<file path="src/sv/cfsr_pkg.sv">
// ----------------------------------------------------------------------------
// cfsr_pkg
// Shared constants, status codes and the byte-wide CRC-32 step for the
// CRC-32 checked frame receiver.
// ----------------------------------------------------------------------------
package cfsr_pkg;

  localparam int HEADER_BYTES = 32;
  localparam int HDR_BITS     = HEADER_BYTES * 8;
  localparam int HDR_CNT_W    = $clog2(HEADER_BYTES);
  localparam int LEN_W        = 17;
  localparam int OUT_DATA_W   = 232;
  localparam int OUT_USER_W   = 4;

  localparam logic [LEN_W-1:0] MAX_LEN  = 17'd65536;
  localparam logic [31:0]      CRC_POLY = 32'hEDB88320;
  localparam logic [31:0]      CRC_INIT = 32'hFFFFFFFF;

  localparam logic [2:0] ST_OK       = 3'd0;
  localparam logic [2:0] ST_MAGIC    = 3'd1;
  localparam logic [2:0] ST_VERSION  = 3'd2;
  localparam logic [2:0] ST_LENGTH   = 3'd3;
  localparam logic [2:0] ST_CHECKSUM = 3'd4;

  localparam logic [1:0] REG_MAGIC    = 2'd0;
  localparam logic [1:0] REG_VERSION  = 2'd1;
  localparam logic [1:0] REG_MAX_LEN  = 2'd2;
  localparam logic [1:0] REG_CAPACITY = 2'd3;

  function automatic logic [31:0] crc_byte(input logic [31:0] c_in, input logic [7:0] b);
    logic [31:0] c;
    c = c_in ^ {24'd0, b};
    for (int k = 0; k < 8; k++) begin
      c = c[0] ? ((c >> 1) ^ CRC_POLY) : (c >> 1);
    end
    return c;
  endfunction

endpackage

</file>
<file path="src/sv/crc32_frame_stream_receiver_core.sv">
// ----------------------------------------------------------------------------
// crc32_frame_stream_receiver_core
// Collects a 32-byte big-endian header from a byte stream, checks it, passes
// payload beats out with their offset and closes each frame with a verdict.
// ----------------------------------------------------------------------------
// Channel   Direction  Beat content
// s_axis    in         one stream byte per beat
// m_axis    out        payload byte and/or frame verdict with header fields
// apb       in         register writes and reads, pready always high
//
// Each payload byte passes from the input register to the result register,
// and a new byte is accepted in every cycle while results are taken.
// A byte waits in the input register while a result is stalled at the output.
// Reset restores the register defaults and starts hunting for a header.
module crc32_frame_stream_receiver_core (
  input  logic                              clk,
  input  logic                              rst,
  input  logic                              s_tvalid,
  output logic                              s_tready,
  input  logic [7:0]                        s_tdata,   // in_byte
  output logic                              m_tvalid,
  input  logic                              m_tready,
  // payload_byte, payload_offset, request_code, peer_status, item_index,
  // transaction_id, payload_length, header_value, received_checksum
  output logic [cfsr_pkg::OUT_DATA_W-1:0]   m_tdata,
  output logic                              m_tlast,   // frame_end
  output logic [cfsr_pkg::OUT_USER_W-1:0]   m_tuser,   // byte_valid, frame_status
  input  logic                              psel,
  input  logic                              penable,
  input  logic                              pwrite,
  input  logic [3:0]                        paddr,
  input  logic [31:0]                       pwdata,
  output logic [31:0]                       prdata,
  output logic                              pready
);

  logic [31:0]                   magic_word;
  logic [15:0]                   protocol_version;
  logic [cfsr_pkg::LEN_W-1:0]    len_limit;
  logic [cfsr_pkg::LEN_W-1:0]    payload_capacity;
  logic [cfsr_pkg::LEN_W-1:0]    wr_len;

  logic                          in_valid;
  logic [7:0]                    in_byte;
  logic                          advance;

  logic [cfsr_pkg::HDR_BITS-1:0] hdr;
  logic [cfsr_pkg::HDR_BITS-1:0] hdr_next;
  logic [cfsr_pkg::HDR_BITS-1:0] hdr_sel;
  logic [cfsr_pkg::HDR_CNT_W-1:0] header_count;
  logic                          payload_phase;
  logic [cfsr_pkg::LEN_W-1:0]    payload_count;
  logic [cfsr_pkg::LEN_W-1:0]    payload_count_inc;
  logic [cfsr_pkg::LEN_W-1:0]    expected_length;
  logic [31:0]                   crc;
  logic [31:0]                   crc_upd;
  logic [7:0]                    crc_in;
  logic [31:0]                   hdr_len;

  logic                          res_produce;
  logic                          res_byte_valid;
  logic                          res_end;
  logic [2:0]                    res_status;
  logic                          frame_clear;
  logic                          enter_payload;
  logic                          crc_ok;

  assign pready   = 1'b1;
  assign advance  = in_valid && (!m_tvalid || m_tready);
  assign s_tready = !in_valid || advance;

  // Register port
  assign wr_len = (pwdata[16:0] > cfsr_pkg::MAX_LEN) ? cfsr_pkg::MAX_LEN : pwdata[16:0];

  always_ff @(posedge clk) begin
    if (rst) begin
      magic_word       <= 32'd0;
      protocol_version <= 16'd0;
      len_limit        <= cfsr_pkg::MAX_LEN;
      payload_capacity <= cfsr_pkg::MAX_LEN;
    end else if (psel && penable && pwrite && pready) begin
      unique case (paddr[3:2])
        cfsr_pkg::REG_MAGIC:    magic_word       <= pwdata;
        cfsr_pkg::REG_VERSION:  protocol_version <= pwdata[15:0];
        cfsr_pkg::REG_MAX_LEN:  len_limit        <= wr_len;
        cfsr_pkg::REG_CAPACITY: payload_capacity <= wr_len;
        default: ;
      endcase
    end
  end

  always_comb begin
    unique case (paddr[3:2])
      cfsr_pkg::REG_MAGIC:    prdata = magic_word;
      cfsr_pkg::REG_VERSION:  prdata = {16'd0, protocol_version};
      cfsr_pkg::REG_MAX_LEN:  prdata = {15'd0, len_limit};
      cfsr_pkg::REG_CAPACITY: prdata = {15'd0, payload_capacity};
      default:                prdata = 32'd0;
    endcase
  end

  // Input register
  always_ff @(posedge clk) begin
    if (rst) begin
      in_valid <= 1'b0;
    end else if (s_tready) begin
      in_valid <= s_tvalid;
    end
  end

  always_ff @(posedge clk) begin
    if (s_tvalid && s_tready) begin
      in_byte <= s_tdata;
    end
  end

  // Frame logic
  assign hdr_next          = {hdr[cfsr_pkg::HDR_BITS-9:0], in_byte};
  assign hdr_sel           = payload_phase ? hdr : hdr_next;
  assign hdr_len           = hdr_sel[127:96];
  assign crc_in            = (!payload_phase && header_count[4:2] == 3'b101) ? 8'd0 : in_byte;
  assign crc_upd           = cfsr_pkg::crc_byte(crc, crc_in);
  assign crc_ok            = ((crc_upd ^ cfsr_pkg::CRC_INIT) == hdr_sel[95:64]);
  assign payload_count_inc = payload_count + 17'd1;

  always_comb begin
    res_produce    = 1'b0;
    res_byte_valid = 1'b0;
    res_end        = 1'b0;
    res_status     = cfsr_pkg::ST_OK;
    frame_clear    = 1'b0;
    enter_payload  = 1'b0;
    if (!payload_phase) begin
      if (header_count == 5'(cfsr_pkg::HEADER_BYTES - 1)) begin
        res_produce = 1'b1;
        res_end     = 1'b1;
        frame_clear = 1'b1;
        if (hdr_next[255:224] != magic_word) begin
          res_status = cfsr_pkg::ST_MAGIC;
        end else if (hdr_next[223:208] != protocol_version) begin
          res_status = cfsr_pkg::ST_VERSION;
        end else if (hdr_len > {15'd0, len_limit} || hdr_len > {15'd0, payload_capacity}) begin
          res_status = cfsr_pkg::ST_LENGTH;
        end else if (hdr_len == 32'd0) begin
          res_status = crc_ok ? cfsr_pkg::ST_OK : cfsr_pkg::ST_CHECKSUM;
        end else begin
          res_produce   = 1'b0;
          res_end       = 1'b0;
          frame_clear   = 1'b0;
          enter_payload = 1'b1;
        end
      end
    end else begin
      res_produce    = 1'b1;
      res_byte_valid = 1'b1;
      if (payload_count_inc >= expected_length) begin
        res_end     = 1'b1;
        frame_clear = 1'b1;
        res_status  = crc_ok ? cfsr_pkg::ST_OK : cfsr_pkg::ST_CHECKSUM;
      end
    end
  end

  always_ff @(posedge clk) begin
    if (rst) begin
      header_count    <= '0;
      payload_phase   <= 1'b0;
      payload_count   <= '0;
      expected_length <= '0;
      crc             <= cfsr_pkg::CRC_INIT;
    end else if (advance) begin
      if (frame_clear) begin
        header_count    <= '0;
        payload_phase   <= 1'b0;
        payload_count   <= '0;
        expected_length <= '0;
        crc             <= cfsr_pkg::CRC_INIT;
      end else begin
        crc <= crc_upd;
        if (enter_payload) begin
          payload_phase   <= 1'b1;
          payload_count   <= '0;
          expected_length <= hdr_len[cfsr_pkg::LEN_W-1:0];
        end else if (payload_phase) begin
          payload_count <= payload_count_inc;
        end else begin
          header_count <= header_count + 5'd1;
        end
      end
    end
  end

  always_ff @(posedge clk) begin
    if (advance && !payload_phase) begin
      hdr <= hdr_next;
    end
  end

  // Result register
  always_ff @(posedge clk) begin
    if (rst) begin
      m_tvalid <= 1'b0;
    end else if (advance) begin
      m_tvalid <= res_produce;
    end else if (m_tready) begin
      m_tvalid <= 1'b0;
    end
  end

  always_ff @(posedge clk) begin
    if (advance && res_produce) begin
      m_tdata[7:0]     <= res_byte_valid ? in_byte : 8'd0;
      m_tdata[23:8]    <= res_byte_valid ? payload_count[15:0] : 16'd0;
      m_tdata[39:24]   <= hdr_sel[207:192];
      m_tdata[55:40]   <= hdr_sel[191:176];
      m_tdata[71:56]   <= hdr_sel[175:160];
      m_tdata[103:72]  <= hdr_sel[159:128];
      m_tdata[135:104] <= hdr_sel[127:96];
      m_tdata[199:136] <= hdr_sel[63:0];
      m_tdata[231:200] <= hdr_sel[95:64];
      m_tlast          <= res_end;
      m_tuser          <= {res_status, res_byte_valid};
    end
  end

endmodule

</file>
<file path="config.mk">
export PLATFORM = sky130hd
export DESIGN_NAME = crc32_frame_stream_receiver_core
export DESIGN_NICKNAME = d
export VERILOG_FILES = /design/src/sv/cfsr_pkg.sv /design/src/sv/crc32_frame_stream_receiver_core.sv
export SDC_FILE = /design/constraint.sdc
export NUM_CORES = 1
export LEC_CHECK = 0
export ABC_AREA = 1
export BUFFER_PORTS_ARGS = -buffer_cell sky130_fd_sc_hd__buf_2
export CORE_MARGIN = 2
export CORE_UTILIZATION = 45
export CTS_CLUSTER_DIAMETER = 30
export DETAILED_ROUTE_END_ITERATION = 7
export MAX_ROUTING_LAYER = met4
export PLACE_DENSITY = 0.7
export SYNTH_ARGS = -nofsm -noshare
export SYNTH_HDL_FRONTEND = slang
export SYNTH_SLANG_ARGS = --single-unit
export TNS_END_PERCENT = 10
</file>
<file path="constraint.sdc">
create_clock -name clk -period 22.9 [get_ports clk]
set_clock_uncertainty 0.1 [all_clocks]
set_input_delay 2.29 -clock clk [delete_from_list [all_inputs] [get_ports clk]]
set_output_delay 2.29 -clock clk [all_outputs]
set_load 0.005 [all_outputs]
</file>
# Word-level counts from Yosys, hierarchy flattened
# Index checks and enable logic that the tools add are counted.
word_totals:
  ram_bits: 0
  romBits: 0
  latch_bits: 0
  register_bits: 649
  inputBits: 51
  mem_count: 0
op_classes:
  shifts: 0
  n_mux: 48
  mul: 0
  n_bitwise: 10
  n_reduce_logical: 25
  add_sub_neg: 2
  n_eq_ne: 10
  div: 0
  order_cmp: 4
op_table:
  columns: ["op", "n"]
  rows:
  - ["32-bit two-way mux", 9]
  - ["208-bit two-way mux", 1]
  - ["32-bit case mux with 4 select lines", 1]
  - ["13-bit NOT with 14-bit output", 8]
  - ["17-bit two-way mux", 6]
  - ["32-bit by 17-bit > comparator with 1-bit output", 2]
  - ["32-bit equality test", 1]
  - ["32-bit logical NOT", 1]
  - ["32-bit != test", 1]
  - ["32-bit NOT", 1]
  - ["32-bit by 8-bit bitwise XOR with 32-bit output", 1]
  - ["3-bit two-way mux", 8]
  - ["1-bit two-way mux", 19]
  - ["17-bit by 1-bit adder with 17-bit output, second input constant", 1]
  - ["17-bit >= comparator", 1]
  - ["17-bit > comparator, second input constant", 1]
  - ["16-bit != test", 1]
  - ["5-bit two-way mux", 3]
  - ["2-bit AND reduction", 6]
  - ["8-bit two-way mux", 1]
  - ["1-bit logical AND", 7]
  - ["5-bit by 1-bit adder with 5-bit output, second input constant", 1]
  - ["5-bit equality test, second input constant", 1]
  - ["2-bit equality test, second input constant", 2]
  - ["10 further kinds", 15]

# Depth between registers and ports, before layout
depth:
  depth_word: 29
  mapped_depth: 24
  mapped_depth_nobuf: 22

# Least setup slack after synthesis
# No wires, ideal clock.
synth_timing:
  path_type: "input -> register"
  from: "input m_tready"
  to: "register hdr[0] in the netlist's numbering, enable pin"
  path_slack_ps: 8878
  stages: 5
  setup_time_ps: 863
  t_arrival_ps: 13060
  required_ps: 21937
  cell_sequence: "inv_1 nand2_1 nand2_1 clkbuf_1 nor2_1"
synth_via:
  elab_chain_cells: 3
synth_lines:
  columns: ["element", "line", "source"]
  rows:
  - ["start, declared", "crc32_frame_stream_receiver_core.sv:22", "input logic m_tready,"]
  - ["1-bit logical OR", "crc32_frame_stream_receiver_core.sv:69", "assign advance = in_valid && (!m_tvalid || m_tready);"]
  - ["1-bit logical AND", "crc32_frame_stream_receiver_core.sv:69", null]
  - ["1-bit logical AND", "crc32_frame_stream_receiver_core.sv:194", "if (advance && !payload_phase) begin"]
  - ["end signal, assigned", "crc32_frame_stream_receiver_core.sv:195", "hdr <= hdr_next;"]
  - ["end, declared", "crc32_frame_stream_receiver_core.sv:47", "logic [cfsr_pkg::HDR_BITS-1:0] hdr;"]
# No other way between the ends.
# A chain may end at the register's enable or synchronous reset.

# Final worst setup path
layout_timing:
  from: "input paddr[2]"
  to: "output prdata[0]"
layout_via:
  elab_chain_cells: 2
  word_cells_on_any_way: 5
layout_lines:
  columns: ["element", "line", "source"]
  rows:
  - ["start, declared", "crc32_frame_stream_receiver_core.sv:31", "input logic [3:0] paddr,"]
  - ["2-bit equality test (tied with other cells)", "crc32_frame_stream_receiver_core.sv:93", "unique case (paddr[3:2])"]
  - ["32-bit case mux with 4 select lines (*)", "crc32_frame_stream_receiver_core.sv:93", null]
  - ["end, declared", "crc32_frame_stream_receiver_core.sv:33", "output logic [31:0] prdata,"]
# Mark *: on every way between the ends. The rest lies on a longest branch, timed or not.

==> summary.txt <==
Setup path
  • R2R Path Start: payload_phase
  • R2R Path End: m_tdata[84]
  • Cells on worst reg2reg path: 18
  • Flop-to-flop setup slack: 17.20 ns
  • Setup crit end kind: primary output
  • Kind of critical path: in2out
  • Critical Path AT: just over 4 ns
  • CP Data Required Time: 20.51 ns
  • Beginning of the critical path: paddr[2]
  • Worst-path maximum fanout: 25
  • Startpoint types: input port

Timing
  • Slew headroom: 17.4%
  • Final Hold Fails: 0
  • Worst Tran Pin Value: 1.23 ns
  • Final sum of negative setup slack: 0 ns
  • Endpoints failing setup: 0
  • Shortest period the worst path allows: around 6.5 ns
  • Final Max Tran Viols: 0
  • F_max: roughly 150 MHz
  • Unrepaired setup endpoints after global routing: false
  • Period utilization: 28.4%

Floorplanning
  • Initial core utilization: 45.3%
  • Core Rows: 92
  • Die Y: 255 µm
  • I/O pins: ~320
  • Die ar.: 65200 µm²
  • Die W: between 200 and 300 µm
  • Core Region: 62700 µm²

Detailed routing
  • Drt pass-1 iters: 5
  • DRC: 0
  • DR WL/cell: 17.4 µm
  • Routed vias/inst: between 5 and 6
  • Via count: 21271
  • Iter 0 DRT Violations: 1926
  • Total Wirelength: 73800 µm
  • Final ANT Viol Nets: 0

Clock tree
  • Clock Tree Root: clkbuf_16
  • H-Tree Depth: 4
  • Post-CTS sizing: 0
  • Maximum buffer depth of the clock tree: 3
  • Setup bufs post-CTS: 0
  • Clk Latency, worst-skew pair: about 0.70 ns
  • CTS tree: built
  • Clk slew on worst S/H paths: 0.05 ns
  • Hold_buf cts: 0
  • Num CTS Buffers: between 100 and 150
  • CTS sink count: 649

Hold path
  • Hold Path Class: reg2reg
  • Worst hold start: hdr[199]
  • Worst hold path stage count: 0
  • Worst Hold Path EP: hdr[207]

Logic synthesis
  • Top_reg_cell synth: edfxtp_1
  • Post-synthesis sequential area ratio: 63.0%
  • Synth Instances: 2921
  • Asr flop ratio synth: 0%
  • #FFs+latches synth: about 650
  • Mapped Nets: 3026
  • Avg Cell Area, Syn: 9.74 µm²
  • Synth cell types: 46
  • Synth Cell Area: 28400 µm²
  • EDFF count, synth: 493
  • Synth Warn #: 0

Layout
  • Area Overhead vs Synth: 24.0%
  • Design Area, Final: between 30000 and 40000 µm²
  • Fill cells: 5383
  • Share of post-route cells with drive strength above 1: a little under a fifth
  • Cell Count, Final, Fillers Out: ~4200
  • Final nets: 3393

Global routing
  • Vias in the first global route: 20131
  • Met3 Use GR: about 4.3%
  • GR Layer Usage met1: 28.9%
  • Largest net degree at the start of global routing: 232
  • First-pass GRT wire length: 113000 µm
  • Grt ovf: 0
  • GRT met2 Usage: 36.3%
  • Antenna violations before repair: 2
  • Gr busiest metal: met2
  • GRT Total Usage: a little under a quarter

Pwr
  • Static Leak: ~0.015 µW
  • Maximum VDD drop: 0.105 mV
  • Pwr dens: 94.8 nW/µm²

Place
  • Placed Instance Area: 30800 µm²
  • Post-DP HPWL: around 49000 µm
  • Placed insts: 3996
  • Final GP Congestion: 0.899
  • Port Buffer Count: 319

Status
  • Status: finished, final reports clean

Run
  • Max-Cap Viols: 0
## worst max path at each step
stage	endpoint	slack, ns
6_report	prdata[0]	16.40
5_1_grt	prdata[0]	16.27
4_1_cts	prdata[12]	16.40
3_5_place_dp	prdata[12]	16.40
3_3_place_gp	prdata[12]	16.40
2_1_floorplan	hdr[0]	8.88
## cells by family (layout without fill, tap and decap cells)
kind of cell	after synthesis	in the layout	synth area share, %
compound gates	373	373	6.86
xor+xnor	53	53	1.63
fa+ha+maj	54	54	2.38
buf+inv	390	864	5.60
flops	649	649	63.0
mux	1	1	0.0352
other cells	1	3	0.0132
simple gates	1400	1400	20.5
## report_power, final
part,switching (µW),internal (µW)
clock,655,1250
sequential,9.71,1270
combinational,115,48.5
total,779,2570
## metal layers
layer / vias to the layer above / wire length [µm] / part of all wire (%)
met5: - / 0 / 0
met4: 0 / 2460 / 3.3
met3: 165 / 4620 / 6.3
met2: 733 / 35600 / 48
met1: 9878 / 31100 / 42
li1: 10495 / - / -
## synth_stat cells, drive strengths merged (2+ instances only)
cell type,instances,area share (%)
clkbuf,71,0.94
edfxtp,493,52
o211ai,3,0.079
buf,38,0.95
nand2,1048,14
a21oi,171,3.0
nand3,127,2.4
clkinv,2,0.026
a211oi,2,0.053
o21a,5,0.13
ha,54,2.4
o2111ai,11,0.34
nor4,6,0.13
or2,39,0.86
nor3,17,0.35
nand4,42,0.92
o22ai,5,0.11
nand3b,6,0.20
dfxtp,156,11
xor2,12,0.37
xnor2,41,1.3
nor2,113,1.5
o21ai,173,3.1
inv,279,3.7
## state kept, by name, indices dropped and copies added (netlist names), 5 cells and up
name / flops
protocol_version: 16
expected_length: 17
len_limit: 17
header_count: 5
payload_capacity: 17
in_byte: 8
hdr: 248
crc: 32
payload_count: 17
magic_word: 32
m_tdata: 232
## layout by cell type (no fill, tap or decap), types with 13 or more instances in the layout
master        n
or2_2        38
buf_2       319
clkinv_1     19
dfxtp_1     155
xnor2_1      41
a21oi_1     171
edfxtp_1    493
clkinv_2     20
nor3_1       14
nor2_1      109
clkinv_4     14
buf_4        17
ha_1         54
clkbuf_16   141
inv_1       273
nand3_1     116
nand2_2      16
nand2_1    1031
o21ai_0     165
nand4_1      42
clkbuf_1     13
## worst max-delay path: stages
cell and delay (ns):
buf_2 0.12, nor2_1 0.11, buf_4 0.18, clkinv_1 0.61
o2111ai_1 0.59, buf_2 0.19
## metrics by stage
stage	worst slack [ns]	hold slack [ns]	utilization [%]	power (µW)
after global routing	16.27	0.336	56.2	3450
after CTS	16.40	0.326	56.2	3370
final	16.40	0.322	56.2	3350
after floorplan	8.88	0.326	-	1420
after global placement	16.40	0.328	49.0	1460
after detailed placement	16.40	0.334	49.0	1460
## layout make-up
class,count,area [µm²],share of cell area (%)
antenna,2,5.00,0.0142
clock buffer,159,3650,10.3
clock inverter,86,878,2.49
inverter,281,1070,3.03
multi-input combinational,1882,8930,25.3
sequential,649,17900,50.8
tap,846,1060,3.00
timing repair buffer,338,1760,5.00
(Power assumes the default switching activity.)
